===== src/sv/g3_fax_run_length_decoder_macros.svh =====
// ---------------------------------------------------------------------------
// g3_fax_run_length_decoder_macros
// Assertion macros for the decoder RTL.
// ---------------------------------------------------------------------------
`ifndef G3_FAX_RUN_LENGTH_DECODER_MACROS_SVH
`define G3_FAX_RUN_LENGTH_DECODER_MACROS_SVH

`ifndef NO_ASSERTIONS
`define G3RL_ASSERT_IMP(lbl, clk_s, rst_s, ante, cons) \
  lbl: assert property (@(posedge clk_s) disable iff (rst_s) (ante) |-> (cons)) \
    else $error("g3 fax decoder check failed");
`define G3RL_ASSERT_NXT(lbl, clk_s, rst_s, ante, cons) \
  lbl: assert property (@(posedge clk_s) disable iff (rst_s) (ante) |=> (cons)) \
    else $error("g3 fax decoder check failed");
`else
`define G3RL_ASSERT_IMP(lbl, clk_s, rst_s, ante, cons)
`define G3RL_ASSERT_NXT(lbl, clk_s, rst_s, ante, cons)
`endif

`endif


===== src/sv/g3rl_pkg.sv =====
// ---------------------------------------------------------------------------
// g3rl_pkg
// Types, constants and T.4 code tables for the Group 3 run decoder.
// ---------------------------------------------------------------------------
`timescale 1ns / 1ps
`default_nettype none

package g3rl_pkg;

  localparam int MAX_COLUMNS  = 2048;
  localparam int MAX_CODE_LEN = 13;
  localparam int EOL_ZEROS    = 11;
  localparam int PENDING_MAX  = 16383;
  localparam int CFG_AW       = 4;

  localparam logic [11:0] NO_RUN = 12'hFFF;

  typedef enum logic [1:0] {
    REG_LSB_FIRST     = 2'd0,
    REG_LINE_WIDTH    = 2'd1,
    REG_END_ROW_COUNT = 2'd2
  } reg_idx_t;

  typedef enum logic [2:0] {
    EV_RUN      = 3'd0,
    EV_EOL      = 3'd1,
    EV_BAD_CODE = 3'd2,
    EV_ROW_FULL = 3'd3,
    EV_PAGE_END = 3'd4
  } ev_t;

  typedef struct packed {
    logic       valid;
    logic [7:0] bits;
  } q_t;

  typedef struct packed {
    ev_t         ev;
    logic        black;
    logic [10:0] start;
    logic [11:0] len;
    logic [11:0] width;
  } res_t;

  function automatic logic [11:0] white_run(input logic [3:0] l, input logic [12:0] c);
    logic [11:0] r;
    r = NO_RUN;
    case ({l, c})
      {4'd8,13'h35}: r = 12'd0;    {4'd6,13'h07}: r = 12'd1;    {4'd4,13'h7}: r = 12'd2;
      {4'd4,13'h8}: r = 12'd3;     {4'd4,13'hB}: r = 12'd4;     {4'd4,13'hC}: r = 12'd5;
      {4'd4,13'hE}: r = 12'd6;     {4'd4,13'hF}: r = 12'd7;     {4'd5,13'h13}: r = 12'd8;
      {4'd5,13'h14}: r = 12'd9;    {4'd5,13'h07}: r = 12'd10;   {4'd5,13'h08}: r = 12'd11;
      {4'd6,13'h08}: r = 12'd12;   {4'd6,13'h03}: r = 12'd13;   {4'd6,13'h34}: r = 12'd14;
      {4'd6,13'h35}: r = 12'd15;   {4'd6,13'h2A}: r = 12'd16;   {4'd6,13'h2B}: r = 12'd17;
      {4'd7,13'h27}: r = 12'd18;   {4'd7,13'h0C}: r = 12'd19;   {4'd7,13'h08}: r = 12'd20;
      {4'd7,13'h17}: r = 12'd21;   {4'd7,13'h03}: r = 12'd22;   {4'd7,13'h04}: r = 12'd23;
      {4'd7,13'h28}: r = 12'd24;   {4'd7,13'h2B}: r = 12'd25;   {4'd7,13'h13}: r = 12'd26;
      {4'd7,13'h24}: r = 12'd27;   {4'd7,13'h18}: r = 12'd28;   {4'd8,13'h02}: r = 12'd29;
      {4'd8,13'h03}: r = 12'd30;   {4'd8,13'h1A}: r = 12'd31;   {4'd8,13'h1B}: r = 12'd32;
      {4'd8,13'h12}: r = 12'd33;   {4'd8,13'h13}: r = 12'd34;   {4'd8,13'h14}: r = 12'd35;
      {4'd8,13'h15}: r = 12'd36;   {4'd8,13'h16}: r = 12'd37;   {4'd8,13'h17}: r = 12'd38;
      {4'd8,13'h28}: r = 12'd39;   {4'd8,13'h29}: r = 12'd40;   {4'd8,13'h2A}: r = 12'd41;
      {4'd8,13'h2B}: r = 12'd42;   {4'd8,13'h2C}: r = 12'd43;   {4'd8,13'h2D}: r = 12'd44;
      {4'd8,13'h04}: r = 12'd45;   {4'd8,13'h05}: r = 12'd46;   {4'd8,13'h0A}: r = 12'd47;
      {4'd8,13'h0B}: r = 12'd48;   {4'd8,13'h52}: r = 12'd49;   {4'd8,13'h53}: r = 12'd50;
      {4'd8,13'h54}: r = 12'd51;   {4'd8,13'h55}: r = 12'd52;   {4'd8,13'h24}: r = 12'd53;
      {4'd8,13'h25}: r = 12'd54;   {4'd8,13'h58}: r = 12'd55;   {4'd8,13'h59}: r = 12'd56;
      {4'd8,13'h5A}: r = 12'd57;   {4'd8,13'h5B}: r = 12'd58;   {4'd8,13'h4A}: r = 12'd59;
      {4'd8,13'h4B}: r = 12'd60;   {4'd8,13'h32}: r = 12'd61;   {4'd8,13'h33}: r = 12'd62;
      {4'd8,13'h34}: r = 12'd63;
      {4'd5,13'h1B}: r = 12'd64;   {4'd5,13'h12}: r = 12'd128;  {4'd6,13'h17}: r = 12'd192;
      {4'd7,13'h37}: r = 12'd256;  {4'd8,13'h36}: r = 12'd320;  {4'd8,13'h37}: r = 12'd384;
      {4'd8,13'h64}: r = 12'd448;  {4'd8,13'h65}: r = 12'd512;  {4'd8,13'h68}: r = 12'd576;
      {4'd8,13'h67}: r = 12'd640;  {4'd9,13'hCC}: r = 12'd704;  {4'd9,13'hCD}: r = 12'd768;
      {4'd9,13'hD2}: r = 12'd832;  {4'd9,13'hD3}: r = 12'd896;  {4'd9,13'hD4}: r = 12'd960;
      {4'd9,13'hD5}: r = 12'd1024; {4'd9,13'hD6}: r = 12'd1088; {4'd9,13'hD7}: r = 12'd1152;
      {4'd9,13'hD8}: r = 12'd1216; {4'd9,13'hD9}: r = 12'd1280; {4'd9,13'hDA}: r = 12'd1344;
      {4'd9,13'hDB}: r = 12'd1408; {4'd9,13'h98}: r = 12'd1472; {4'd9,13'h99}: r = 12'd1536;
      {4'd9,13'h9A}: r = 12'd1600; {4'd6,13'h18}: r = 12'd1664; {4'd9,13'h9B}: r = 12'd1728;
      default: r = NO_RUN;
    endcase
    return r;
  endfunction

  function automatic logic [11:0] black_run(input logic [3:0] l, input logic [12:0] c);
    logic [11:0] r;
    r = NO_RUN;
    case ({l, c})
      {4'd10,13'h37}: r = 12'd0;   {4'd3,13'h2}: r = 12'd1;     {4'd2,13'h3}: r = 12'd2;
      {4'd2,13'h2}: r = 12'd3;     {4'd3,13'h3}: r = 12'd4;     {4'd4,13'h3}: r = 12'd5;
      {4'd4,13'h2}: r = 12'd6;     {4'd5,13'h3}: r = 12'd7;     {4'd6,13'h5}: r = 12'd8;
      {4'd6,13'h4}: r = 12'd9;     {4'd7,13'h4}: r = 12'd10;    {4'd7,13'h5}: r = 12'd11;
      {4'd7,13'h7}: r = 12'd12;    {4'd8,13'h4}: r = 12'd13;    {4'd8,13'h7}: r = 12'd14;
      {4'd9,13'h18}: r = 12'd15;   {4'd10,13'h17}: r = 12'd16;  {4'd10,13'h18}: r = 12'd17;
      {4'd10,13'h08}: r = 12'd18;  {4'd11,13'h67}: r = 12'd19;  {4'd11,13'h68}: r = 12'd20;
      {4'd11,13'h6C}: r = 12'd21;  {4'd11,13'h37}: r = 12'd22;  {4'd11,13'h28}: r = 12'd23;
      {4'd11,13'h17}: r = 12'd24;  {4'd11,13'h18}: r = 12'd25;  {4'd12,13'hCA}: r = 12'd26;
      {4'd12,13'hCB}: r = 12'd27;  {4'd12,13'hCC}: r = 12'd28;  {4'd12,13'hCD}: r = 12'd29;
      {4'd12,13'h68}: r = 12'd30;  {4'd12,13'h69}: r = 12'd31;  {4'd12,13'h6A}: r = 12'd32;
      {4'd12,13'h6B}: r = 12'd33;  {4'd12,13'hD2}: r = 12'd34;  {4'd12,13'hD3}: r = 12'd35;
      {4'd12,13'hD4}: r = 12'd36;  {4'd12,13'hD5}: r = 12'd37;  {4'd12,13'hD6}: r = 12'd38;
      {4'd12,13'hD7}: r = 12'd39;  {4'd12,13'h6C}: r = 12'd40;  {4'd12,13'h6D}: r = 12'd41;
      {4'd12,13'hDA}: r = 12'd42;  {4'd12,13'hDB}: r = 12'd43;  {4'd12,13'h54}: r = 12'd44;
      {4'd12,13'h55}: r = 12'd45;  {4'd12,13'h56}: r = 12'd46;  {4'd12,13'h57}: r = 12'd47;
      {4'd12,13'h64}: r = 12'd48;  {4'd12,13'h65}: r = 12'd49;  {4'd12,13'h52}: r = 12'd50;
      {4'd12,13'h53}: r = 12'd51;  {4'd12,13'h24}: r = 12'd52;  {4'd12,13'h37}: r = 12'd53;
      {4'd12,13'h38}: r = 12'd54;  {4'd12,13'h27}: r = 12'd55;  {4'd12,13'h28}: r = 12'd56;
      {4'd12,13'h58}: r = 12'd57;  {4'd12,13'h59}: r = 12'd58;  {4'd12,13'h2B}: r = 12'd59;
      {4'd12,13'h2C}: r = 12'd60;  {4'd12,13'h5A}: r = 12'd61;  {4'd12,13'h66}: r = 12'd62;
      {4'd12,13'h67}: r = 12'd63;
      {4'd10,13'h0F}: r = 12'd64;  {4'd12,13'hC8}: r = 12'd128; {4'd12,13'hC9}: r = 12'd192;
      {4'd12,13'h5B}: r = 12'd256; {4'd12,13'h33}: r = 12'd320; {4'd12,13'h34}: r = 12'd384;
      {4'd12,13'h35}: r = 12'd448; {4'd13,13'h6C}: r = 12'd512; {4'd13,13'h6D}: r = 12'd576;
      {4'd13,13'h4A}: r = 12'd640; {4'd13,13'h4B}: r = 12'd704; {4'd13,13'h4C}: r = 12'd768;
      {4'd13,13'h4D}: r = 12'd832; {4'd13,13'h72}: r = 12'd896; {4'd13,13'h73}: r = 12'd960;
      {4'd13,13'h74}: r = 12'd1024; {4'd13,13'h75}: r = 12'd1088;
      {4'd13,13'h76}: r = 12'd1152; {4'd13,13'h77}: r = 12'd1216;
      {4'd13,13'h52}: r = 12'd1280; {4'd13,13'h53}: r = 12'd1344;
      {4'd13,13'h54}: r = 12'd1408; {4'd13,13'h55}: r = 12'd1472;
      {4'd13,13'h5A}: r = 12'd1536; {4'd13,13'h5B}: r = 12'd1600;
      {4'd13,13'h64}: r = 12'd1664; {4'd13,13'h65}: r = 12'd1728;
      default: r = NO_RUN;
    endcase
    return r;
  endfunction

  function automatic logic [11:0] ext_run(input logic [3:0] l, input logic [12:0] c);
    logic [11:0] r;
    r = NO_RUN;
    case ({l, c})
      {4'd11,13'h08}: r = 12'd1792; {4'd11,13'h0C}: r = 12'd1856;
      {4'd11,13'h0D}: r = 12'd1920; {4'd12,13'h12}: r = 12'd1984;
      {4'd12,13'h13}: r = 12'd2048; {4'd12,13'h14}: r = 12'd2112;
      {4'd12,13'h15}: r = 12'd2176; {4'd12,13'h16}: r = 12'd2240;
      {4'd12,13'h17}: r = 12'd2304; {4'd12,13'h1C}: r = 12'd2368;
      {4'd12,13'h1D}: r = 12'd2432; {4'd12,13'h1E}: r = 12'd2496;
      {4'd12,13'h1F}: r = 12'd2560;
      default: r = NO_RUN;
    endcase
    return r;
  endfunction

  function automatic logic [11:0] code_lookup(input logic [3:0] l, input logic [12:0] c,
                                              input logic white);
    logic [11:0] r;
    r = white ? white_run(l, c) : black_run(l, c);
    if (r == NO_RUN) begin
      r = ext_run(l, c);
    end
    return r;
  endfunction

endpackage

`default_nettype wire


===== src/sv/g3rl_front.sv =====
// ---------------------------------------------------------------------------
// g3rl_front
// Byte intake: orients bits to code order and queues bytes for the decoder.
// ---------------------------------------------------------------------------
`timescale 1ns / 1ps
`default_nettype none

module g3rl_front (
  input  wire logic          clk,
  input  wire logic          rst,
  input  wire logic          lsb_first,
  input  wire logic          in_valid,
  output logic               in_ready,
  input  wire logic [7:0]    data_byte,
  output g3rl_pkg::q_t       q,
  input  wire logic          q_pop
);
  import g3rl_pkg::*;

  logic [7:0] mem [2];
  logic       wr_ptr;
  logic       rd_ptr;
  logic [1:0] count;
  logic [7:0] oriented;
  logic       push;

  always_comb begin
    for (int i = 0; i < 8; i++) begin
      oriented[i] = lsb_first ? data_byte[7 - i] : data_byte[i];
    end
  end

  assign in_ready = (count != 2'd2);
  assign push     = in_valid && in_ready;
  assign q.valid  = (count != 2'd0);
  assign q.bits   = mem[rd_ptr];

  always_ff @(posedge clk) begin
    if (push) begin
      mem[wr_ptr] <= oriented;
    end
    if (rst) begin
      wr_ptr <= 1'b0;
      rd_ptr <= 1'b0;
      count  <= 2'd0;
    end else begin
      if (push) begin
        wr_ptr <= ~wr_ptr;
      end
      if (q_pop) begin
        rd_ptr <= ~rd_ptr;
      end
      count <= count + {1'b0, push} - {1'b0, q_pop};
    end
  end

endmodule

`default_nettype wire


===== src/sv/g3rl_back.sv =====
// ---------------------------------------------------------------------------
// g3rl_back
// Bit-serial modified Huffman decode, row/page tracking and result output.
// ---------------------------------------------------------------------------
`timescale 1ns / 1ps
`default_nettype none
`include "g3_fax_run_length_decoder_macros.svh"

module g3rl_back (
  input  wire logic          clk,
  input  wire logic          rst,
  input  wire logic [11:0]   width,
  input  wire logic [2:0]    erc,
  input  wire g3rl_pkg::q_t  q,
  output logic               q_pop,
  output logic               out_valid,
  input  wire logic          out_ready,
  output g3rl_pkg::res_t     out_res,
  output logic               out_last
);
  import g3rl_pkg::*;

  logic        busy;
  logic [3:0]  bit_idx, bit_idx_next;
  logic [7:0]  byte_r, byte_r_next;
  logic        full_pend, full_pend_next;
  logic [13:0] code_bits, code_bits_next;
  logic [3:0]  code_length, code_length_next;
  logic        white_turn, white_turn_next;
  logic [11:0] column, column_next;
  logic [13:0] pending_count, pending_count_next;
  logic [3:0]  zero_run, zero_run_next;
  logic [2:0]  empty_eols, empty_eols_next;
  logic        skip_to_eol, skip_to_eol_next;
  logic        page_done, page_done_next;

  res_t        held;
  logic        held_valid;
  logic        emit;
  res_t        emit_res;
  logic        fin;
  logic        stall;
  logic        push;
  logic        can_push;

  assign can_push = !out_valid || out_ready;
  assign stall    = (emit || fin) && held_valid && !can_push;
  assign push     = (emit || fin) && held_valid && !stall;
  assign q_pop    = q.valid && (!busy || (fin && !stall));

  always_comb begin
    logic        b;
    logic        eol;
    logic [13:0] cbn;
    logic [3:0]  cln;
    logic [11:0] lrun;
    logic [14:0] sum;
    logic [11:0] room;
    logic [11:0] total;
    logic [11:0] coln;
    logic [2:0]  ee_inc;

    b      = byte_r[7];
    eol    = b && (zero_run >= 4'(EOL_ZEROS));
    cbn    = {code_bits[12:0], b};
    cln    = (code_length < 4'd15) ? code_length + 4'd1 : 4'd15;
    lrun   = code_lookup(cln, cbn[12:0], white_turn);
    sum    = {1'b0, pending_count} + {3'b000, lrun};
    room   = (width > column) ? width - column : 12'd0;
    total  = (sum > {3'b000, room}) ? room : sum[11:0];
    coln   = column + total;
    ee_inc = (empty_eols < 3'd7) ? empty_eols + 3'd1 : 3'd7;

    bit_idx_next       = bit_idx;
    byte_r_next        = byte_r;
    full_pend_next     = full_pend;
    code_bits_next     = code_bits;
    code_length_next   = code_length;
    white_turn_next    = white_turn;
    column_next        = column;
    pending_count_next = pending_count;
    zero_run_next      = zero_run;
    empty_eols_next    = empty_eols;
    skip_to_eol_next   = skip_to_eol;
    page_done_next     = page_done;
    emit               = 1'b0;
    emit_res           = '0;
    fin                = 1'b0;

    if (busy) begin
      if (full_pend) begin
        emit           = 1'b1;
        emit_res.ev    = EV_ROW_FULL;
        emit_res.width = column;
        full_pend_next = 1'b0;
      end else if (page_done || bit_idx == 4'd8) begin
        fin = 1'b1;
      end else begin
        bit_idx_next  = bit_idx + 4'd1;
        byte_r_next   = {byte_r[6:0], 1'b0};
        zero_run_next = b ? 4'd0 :
                        (zero_run < 4'(EOL_ZEROS) ? zero_run + 4'd1 : 4'(EOL_ZEROS));
        if (skip_to_eol) begin
          if (eol) begin
            skip_to_eol_next   = 1'b0;
            code_bits_next     = '0;
            code_length_next   = '0;
            white_turn_next    = 1'b1;
            column_next        = '0;
            pending_count_next = '0;
          end
        end else if (eol) begin
          emit = 1'b1;
          if (column == 12'd0) begin
            empty_eols_next = ee_inc;
          end else begin
            empty_eols_next = 3'd0;
          end
          if (column == 12'd0 && ee_inc >= erc) begin
            page_done_next = 1'b1;
            emit_res.ev    = EV_PAGE_END;
          end else begin
            emit_res.ev        = EV_EOL;
            emit_res.width     = column;
            code_bits_next     = '0;
            code_length_next   = '0;
            white_turn_next    = 1'b1;
            column_next        = '0;
            pending_count_next = '0;
          end
        end else begin
          code_bits_next   = cbn;
          code_length_next = cln;
          if (cbn != 14'd0) begin
            if (cln > 4'(MAX_CODE_LEN)) begin
              emit             = 1'b1;
              emit_res.ev      = EV_BAD_CODE;
              emit_res.width   = column;
              skip_to_eol_next = 1'b1;
            end else if (lrun != NO_RUN) begin
              code_bits_next   = '0;
              code_length_next = '0;
              if (lrun >= 12'd64) begin
                pending_count_next = (sum > 15'(PENDING_MAX)) ? 14'(PENDING_MAX) : sum[13:0];
              end else begin
                pending_count_next = '0;
                column_next        = coln;
                white_turn_next    = ~white_turn;
                if (total != 12'd0) begin
                  emit           = 1'b1;
                  emit_res.ev    = EV_RUN;
                  emit_res.black = ~white_turn;
                  emit_res.start = column[10:0];
                  emit_res.len   = total;
                  if (coln >= width) begin
                    full_pend_next   = 1'b1;
                    skip_to_eol_next = 1'b1;
                  end
                end else if (coln >= width) begin
                  emit             = 1'b1;
                  emit_res.ev      = EV_ROW_FULL;
                  emit_res.width   = coln;
                  skip_to_eol_next = 1'b1;
                end
              end
            end
          end
        end
        if (bit_idx == 4'd7 && !emit) begin
          fin = 1'b1;
        end
      end
    end
  end

  always_ff @(posedge clk) begin
    if (push) begin
      out_res  <= held;
      out_last <= fin;
    end
    if (emit && !stall) begin
      held <= emit_res;
    end
    if (q_pop) begin
      byte_r <= q.bits;
    end else if (!stall) begin
      byte_r <= byte_r_next;
    end
    if (rst) begin
      busy          <= 1'b0;
      bit_idx       <= 4'd0;
      full_pend     <= 1'b0;
      code_bits     <= '0;
      code_length   <= '0;
      white_turn    <= 1'b1;
      column        <= '0;
      pending_count <= '0;
      zero_run      <= '0;
      empty_eols    <= '0;
      skip_to_eol   <= 1'b1;
      page_done     <= 1'b0;
      held_valid    <= 1'b0;
      out_valid     <= 1'b0;
    end else begin
      if (q_pop) begin
        busy    <= 1'b1;
        bit_idx <= 4'd0;
      end else if (!stall) begin
        bit_idx <= bit_idx_next;
        if (fin) begin
          busy <= 1'b0;
        end
      end
      if (!stall) begin
        full_pend     <= full_pend_next;
        code_bits     <= code_bits_next;
        code_length   <= code_length_next;
        white_turn    <= white_turn_next;
        column        <= column_next;
        pending_count <= pending_count_next;
        zero_run      <= zero_run_next;
        empty_eols    <= empty_eols_next;
        skip_to_eol   <= skip_to_eol_next;
        page_done     <= page_done_next;
        if (emit) begin
          held_valid <= 1'b1;
        end else if (fin) begin
          held_valid <= 1'b0;
        end
      end
      if (push) begin
        out_valid <= 1'b1;
      end else if (out_ready) begin
        out_valid <= 1'b0;
      end
    end
  end

  `G3RL_ASSERT_IMP(a_full_pend_busy, clk, rst, full_pend, busy)
  `G3RL_ASSERT_NXT(a_page_sticky, clk, rst, page_done, page_done)
  `G3RL_ASSERT_IMP(a_bit_range, clk, rst, busy, bit_idx <= 4'd8)

endmodule

`default_nettype wire


===== src/sv/g3_fax_run_length_decoder.sv =====
// ---------------------------------------------------------------------------
// g3_fax_run_length_decoder
// Group 3 one-dimensional modified Huffman run decoder with APB setup.
// ---------------------------------------------------------------------------
// Each accepted byte is decoded one code bit per clock unless the output
// stalls; a finish step follows when the last bit yields a result, and a
// row-full result follows a run that fills the row. A two-beat byte queue
// and an output register let intake and output stall independently.
`timescale 1ns / 1ps
`default_nettype none

module g3_fax_run_length_decoder (
  input  wire logic                      clk,
  input  wire logic                      rst,
  input  wire logic                      psel,
  input  wire logic                      penable,
  input  wire logic                      pwrite,
  input  wire logic [g3rl_pkg::CFG_AW-1:0] paddr,
  input  wire logic [31:0]               pwdata,
  output logic [31:0]                    prdata,
  output logic                           pready,
  input  wire logic                      in_valid,
  output logic                           in_ready,
  input  wire logic [7:0]                data_byte,
  output logic                           out_valid,
  input  wire logic                      out_ready,
  output logic [2:0]                     event_res,
  output logic                           run_black,
  output logic [10:0]                    run_start,
  output logic [11:0]                    run_length,
  output logic [11:0]                    row_width,
  output logic                           last_of_byte
);
  import g3rl_pkg::*;

  logic        lsb_first;
  logic [11:0] line_width;
  logic [2:0]  end_row_count;
  logic [11:0] width_eff;
  logic        wr_en;
  reg_idx_t    idx;
  q_t          q;
  logic        q_pop;
  res_t        res;

  assign pready = 1'b1;
  assign wr_en  = psel && penable && pwrite && pready;
  assign idx    = reg_idx_t'(paddr[3:2]);

  always_comb begin
    case (idx)
      REG_LSB_FIRST:     prdata = {31'd0, lsb_first};
      REG_LINE_WIDTH:    prdata = {20'd0, line_width};
      REG_END_ROW_COUNT: prdata = {29'd0, end_row_count};
      default:           prdata = 32'd0;
    endcase
  end

  always_ff @(posedge clk) begin
    if (rst) begin
      lsb_first     <= 1'b0;
      line_width    <= 12'd1728;
      end_row_count <= 3'd3;
    end else if (wr_en) begin
      case (idx)
        REG_LSB_FIRST:     lsb_first     <= pwdata[0];
        REG_LINE_WIDTH:    line_width    <= pwdata[11:0];
        REG_END_ROW_COUNT: end_row_count <= pwdata[2:0];
        default: ;
      endcase
    end
  end

  assign width_eff = (line_width == 12'd0) ? 12'd1 :
                     (line_width > 12'(MAX_COLUMNS)) ? 12'(MAX_COLUMNS) : line_width;

  g3rl_front u_front (
    .clk       (clk),
    .rst       (rst),
    .lsb_first (lsb_first),
    .in_valid  (in_valid),
    .in_ready  (in_ready),
    .data_byte (data_byte),
    .q         (q),
    .q_pop     (q_pop)
  );

  g3rl_back u_back (
    .clk       (clk),
    .rst       (rst),
    .width     (width_eff),
    .erc       (end_row_count),
    .q         (q),
    .q_pop     (q_pop),
    .out_valid (out_valid),
    .out_ready (out_ready),
    .out_res   (res),
    .out_last  (last_of_byte)
  );

  assign event_res  = res.ev;
  assign run_black  = res.black;
  assign run_start  = res.start;
  assign run_length = res.len;
  assign row_width  = res.width;

endmodule

`default_nettype wire

===== config.mk =====
export PLATFORM = sky130hd
export DESIGN_NAME = g3_fax_run_length_decoder
export DESIGN_NICKNAME = d
export VERILOG_FILES = /design/src/sv/g3rl_pkg.sv /design/src/sv/g3rl_front.sv /design/src/sv/g3rl_back.sv /design/src/sv/g3_fax_run_length_decoder.sv
export VERILOG_INCLUDE_DIRS = /design/src /design/src/sv
export SDC_FILE = /design/constraint.sdc
export NUM_CORES = 1
export LEC_CHECK = 0
export BUFFER_PORTS_ARGS = -buffer_cell sky130_fd_sc_hd__buf_2
export CAP_MARGIN = 20
export CORE_ASPECT_RATIO = 0.7
export CORE_MARGIN = 1.5
export CORE_UTILIZATION = 40
export CTS_CLUSTER_SIZE = 16
export DETAILED_ROUTE_END_ITERATION = 6
export PLACE_DENSITY_LB_ADDON = 0.12
export SETUP_SLACK_MARGIN = 0.1
export SYNTH_ARGS = -nofsm -noshare
export SYNTH_HDL_FRONTEND = slang
export SYNTH_SLANG_ARGS = --single-unit

===== constraint.sdc =====
create_clock -name clk -period 33.5 [get_ports clk]
set_clock_uncertainty 0.1 [all_clocks]
set_input_delay 5.025 -clock clk [delete_from_list [all_inputs] [get_ports clk]]
set_output_delay 5.025 -clock clk [all_outputs]
set_load 0.005 [all_outputs]

==> results_dict.tcl <==
set metrics [dict create \
    status "finished, violations left" \
    sw_frac_of_total 0.281 \
    p_sw_mw 0.144 \
    p_per_area_mw_per_mm2 30.5 \
    grt_overflow 0 \
    layout_common_cells "nand2_1, nor2_1, a21oi_1" \
    path_buf_inv 6 \
    relSlewSlack 0.180 \
    initial_core_util 0.406 \
    cts_tree "built" \
    nets 2021 \
    antenna_found_initial 0 \
    synthFlopType "edfxtp_1" \
    grt_pass1_wl_mm 93.0 \
    synth_edf_count 103 \
    worst-r2r-cell-count 50 \
    drt_iter0_drc 2445 \
    grt_max_degree 55 \
    setup.worst_path.class "flop to flop" \
    p_clk_frac 0.417 \
    drive_gt1_frac 0.134 \
    clock-sinks 185 \
    grt_util_all_layers 0.317 \
    cp_data_required_time_ns 33.69 \
    r2r-end "u_back.white_turn" \
    ys_top_cells_by_area "edfxtp_1, dfxtp_1, ha_1" \
    final.period_utilization 0.442 \
    rows 59 \
    worstHoldStart "u_back.held[20]" \
    ant_nets 0 \
    sequentialPowerShare 0.480 \
    n_antenna_cell 0 \
    clk_latency_ns 0.46 \
    yosysTopAreaCellShare 0.205 \
    num_io_pins 126 \
    p_leak_nw 5.97 \
    cts.repair.resized 0 \
    critPathMaxStageDelay_ns 0.89 \
    crit_path_max_fanout 30 \
    die-area_mm2 0.0390 \
    ys_warn_count 0 \
    p_int_mw 0.368 \
    clkTransAtPathRegs_ns 0.07 \
    netlist_area_mm2 0.0151 \
    hp-class "flop to flop" \
    whs_ns 0.316 \
    drt-total-wl_mm 63.3 \
    reg2reg_from "u_back.code_length[0]" \
    max-cap-violations 0 \
    finish.utilization 0.450 \
    finalWorstPathRequiredPeriod_ns 14.80 \
    rrSetupSlack_ns 18.70 \
    arrival_ns 14.99 \
    wire_per_inst_um 26.4 \
    routed_via_density 6.58 \
    cts_root_buf "clkbuf_16" \
    async_flop_share 0 \
    final_max_slew_viol_count 0 \
    dpl.hpwl_mm 48.6 \
    crit_family "compound AO/OA/AOI/OAI gates" \
    cts_made_buffers 17 \
    die_w_um 235 \
    synth_seq_cells 185 \
    clockBufferDepth 2 \
    end_kind "flop" \
    cts_hold_buffers 0 \
    crit_cells 50 \
    synth_cells 1858 \
    post-cts-setup-buffer-count 0 \
    critPathLaunchType "flop" \
    synth_cell_types 97 \
    gp_congestion 1.08 \
    hold_viol_final 0 \
    setup-violations-final 0 \
    max_freq_mhz 67.6 \
    io_buffers 82 \
    route.vias.total 15800 \
    drtPass1Iterations 7 \
    violations "DRC" \
    layout.cells.most_common "nand2_1" \
    tightestPinTransition_ns 1.23 \
    crit_slowest_cell "nor3_1" \
    syn_to_final_growth_pct 10.8 \
    ir_worst_vdd_mv 0.0380 \
    drc 2 \
    hold_end "u_back.out_res[20]" \
    grt_pass1_vias 14200 \
    coreArea_mm2 0.0372 \
    h-tree-depth 4 \
    rsz0062_at_grt "false" \
    die_y_um 166 \
    netlist.top_cell.by_area "edfxtp_1" \
    fin_setup_tns_ns 0 \
    p_comb_frac 0.103 \
    hold-path-cell-count 0 \
    syn_avg_cell_area_um2 8.13 \
    yosysSeqAreaShare 0.313 \
]
==> power groups by stage <==
stage                     clock network [mW]  logic, mW  registers, mW
after floorplan                            0     0.0376          0.249
after detailed placement                   0     0.0516          0.251
after CTS                              0.218     0.0518          0.245
final                                  0.213     0.0529          0.245
after global placement                     0     0.0510          0.251
after global routing                   0.227     0.0579          0.246
==> per-layer routing <==
layer	routed length [um]	global-route usage	vias up
li1	-	-	7070
met1	30300	0.491	7611
met2	22600	0.390	997
met3	9000	0.135	118
met4	1320	0.0752	0
met5	0	0	-
==> worst max-delay path by stage <==
stage                     startpoint                       end
5_1_grt        u_back.code_length[0]          u_back.byte_r[1]
6_report       u_back.code_length[0]         u_back.white_turn
4_1_cts        u_back.code_length[0]   u_back.pending_count[8]
2_1_floorplan  u_back.code_length[0]           u_back.out_last
3_5_place_dp   u_back.code_length[0]   u_back.pending_count[8]
3_3_place_gp   u_back.code_length[0]  u_back.pending_count[10]
==> cell usage after synthesis, drive strengths merged, types with 39 or more instances <==
master	number
nor4	39
nand4	44
edfxtp	103
nor3	71
clkbuf	82
a21oi	105
ha	69
nor2	146
o21ai	99
dfxtp	82
buf	66
nand3	49
inv	91
nand2	199
==> registers in the layout (all words and copies together), names as in the netlist, 8 cells and up, named ones only <==
name                  flops
u_front.mem              16
u_back.byte_r             8
u_back.column            12
u_back.pending_count     14
u_back.code_bits         13
line_width               12
u_back.out_res           39
u_back.held              39
==> logic make-up (layout without fill, tap and decap cells) <==
family	after synthesis	in the layout	share of synthesized area
fa+ha+maj	72	72	0.0611
flops	185	185	0.313
xor+xnor	34	34	0.0197
compound gates	525	525	0.242
mux	40	40	0.0274
simple gates	761	761	0.267
other cells	2	21	0.000497
buf+inv	239	273	0.0686
==> metrics by stage <==
step,setup WS (ns),instance area [um2],instances,power [mW]
CTS,18.95,16700,2395,0.515
global route,18.00,16700,2399,0.530
finish,18.70,16700,2399,0.511
detailed placement,19.00,16100,2363,0.302
floorplan,21.29,15200,1877,0.287
global placement,19.01,16000,2361,0.302
==> final cells by class <==
cell class | count | area (um2)
clock buffers | 19 | 464
fillers | 3717 | 20500
flip-flops and latches | 185 | 4730
inverters | 91 | 342
clock inverters | 13 | 161
multi-input cells | 1453 | 9480
well taps | 488 | 611
repair buffers | 150 | 953
No activity file was read; power rests on OpenSTA's default activity.
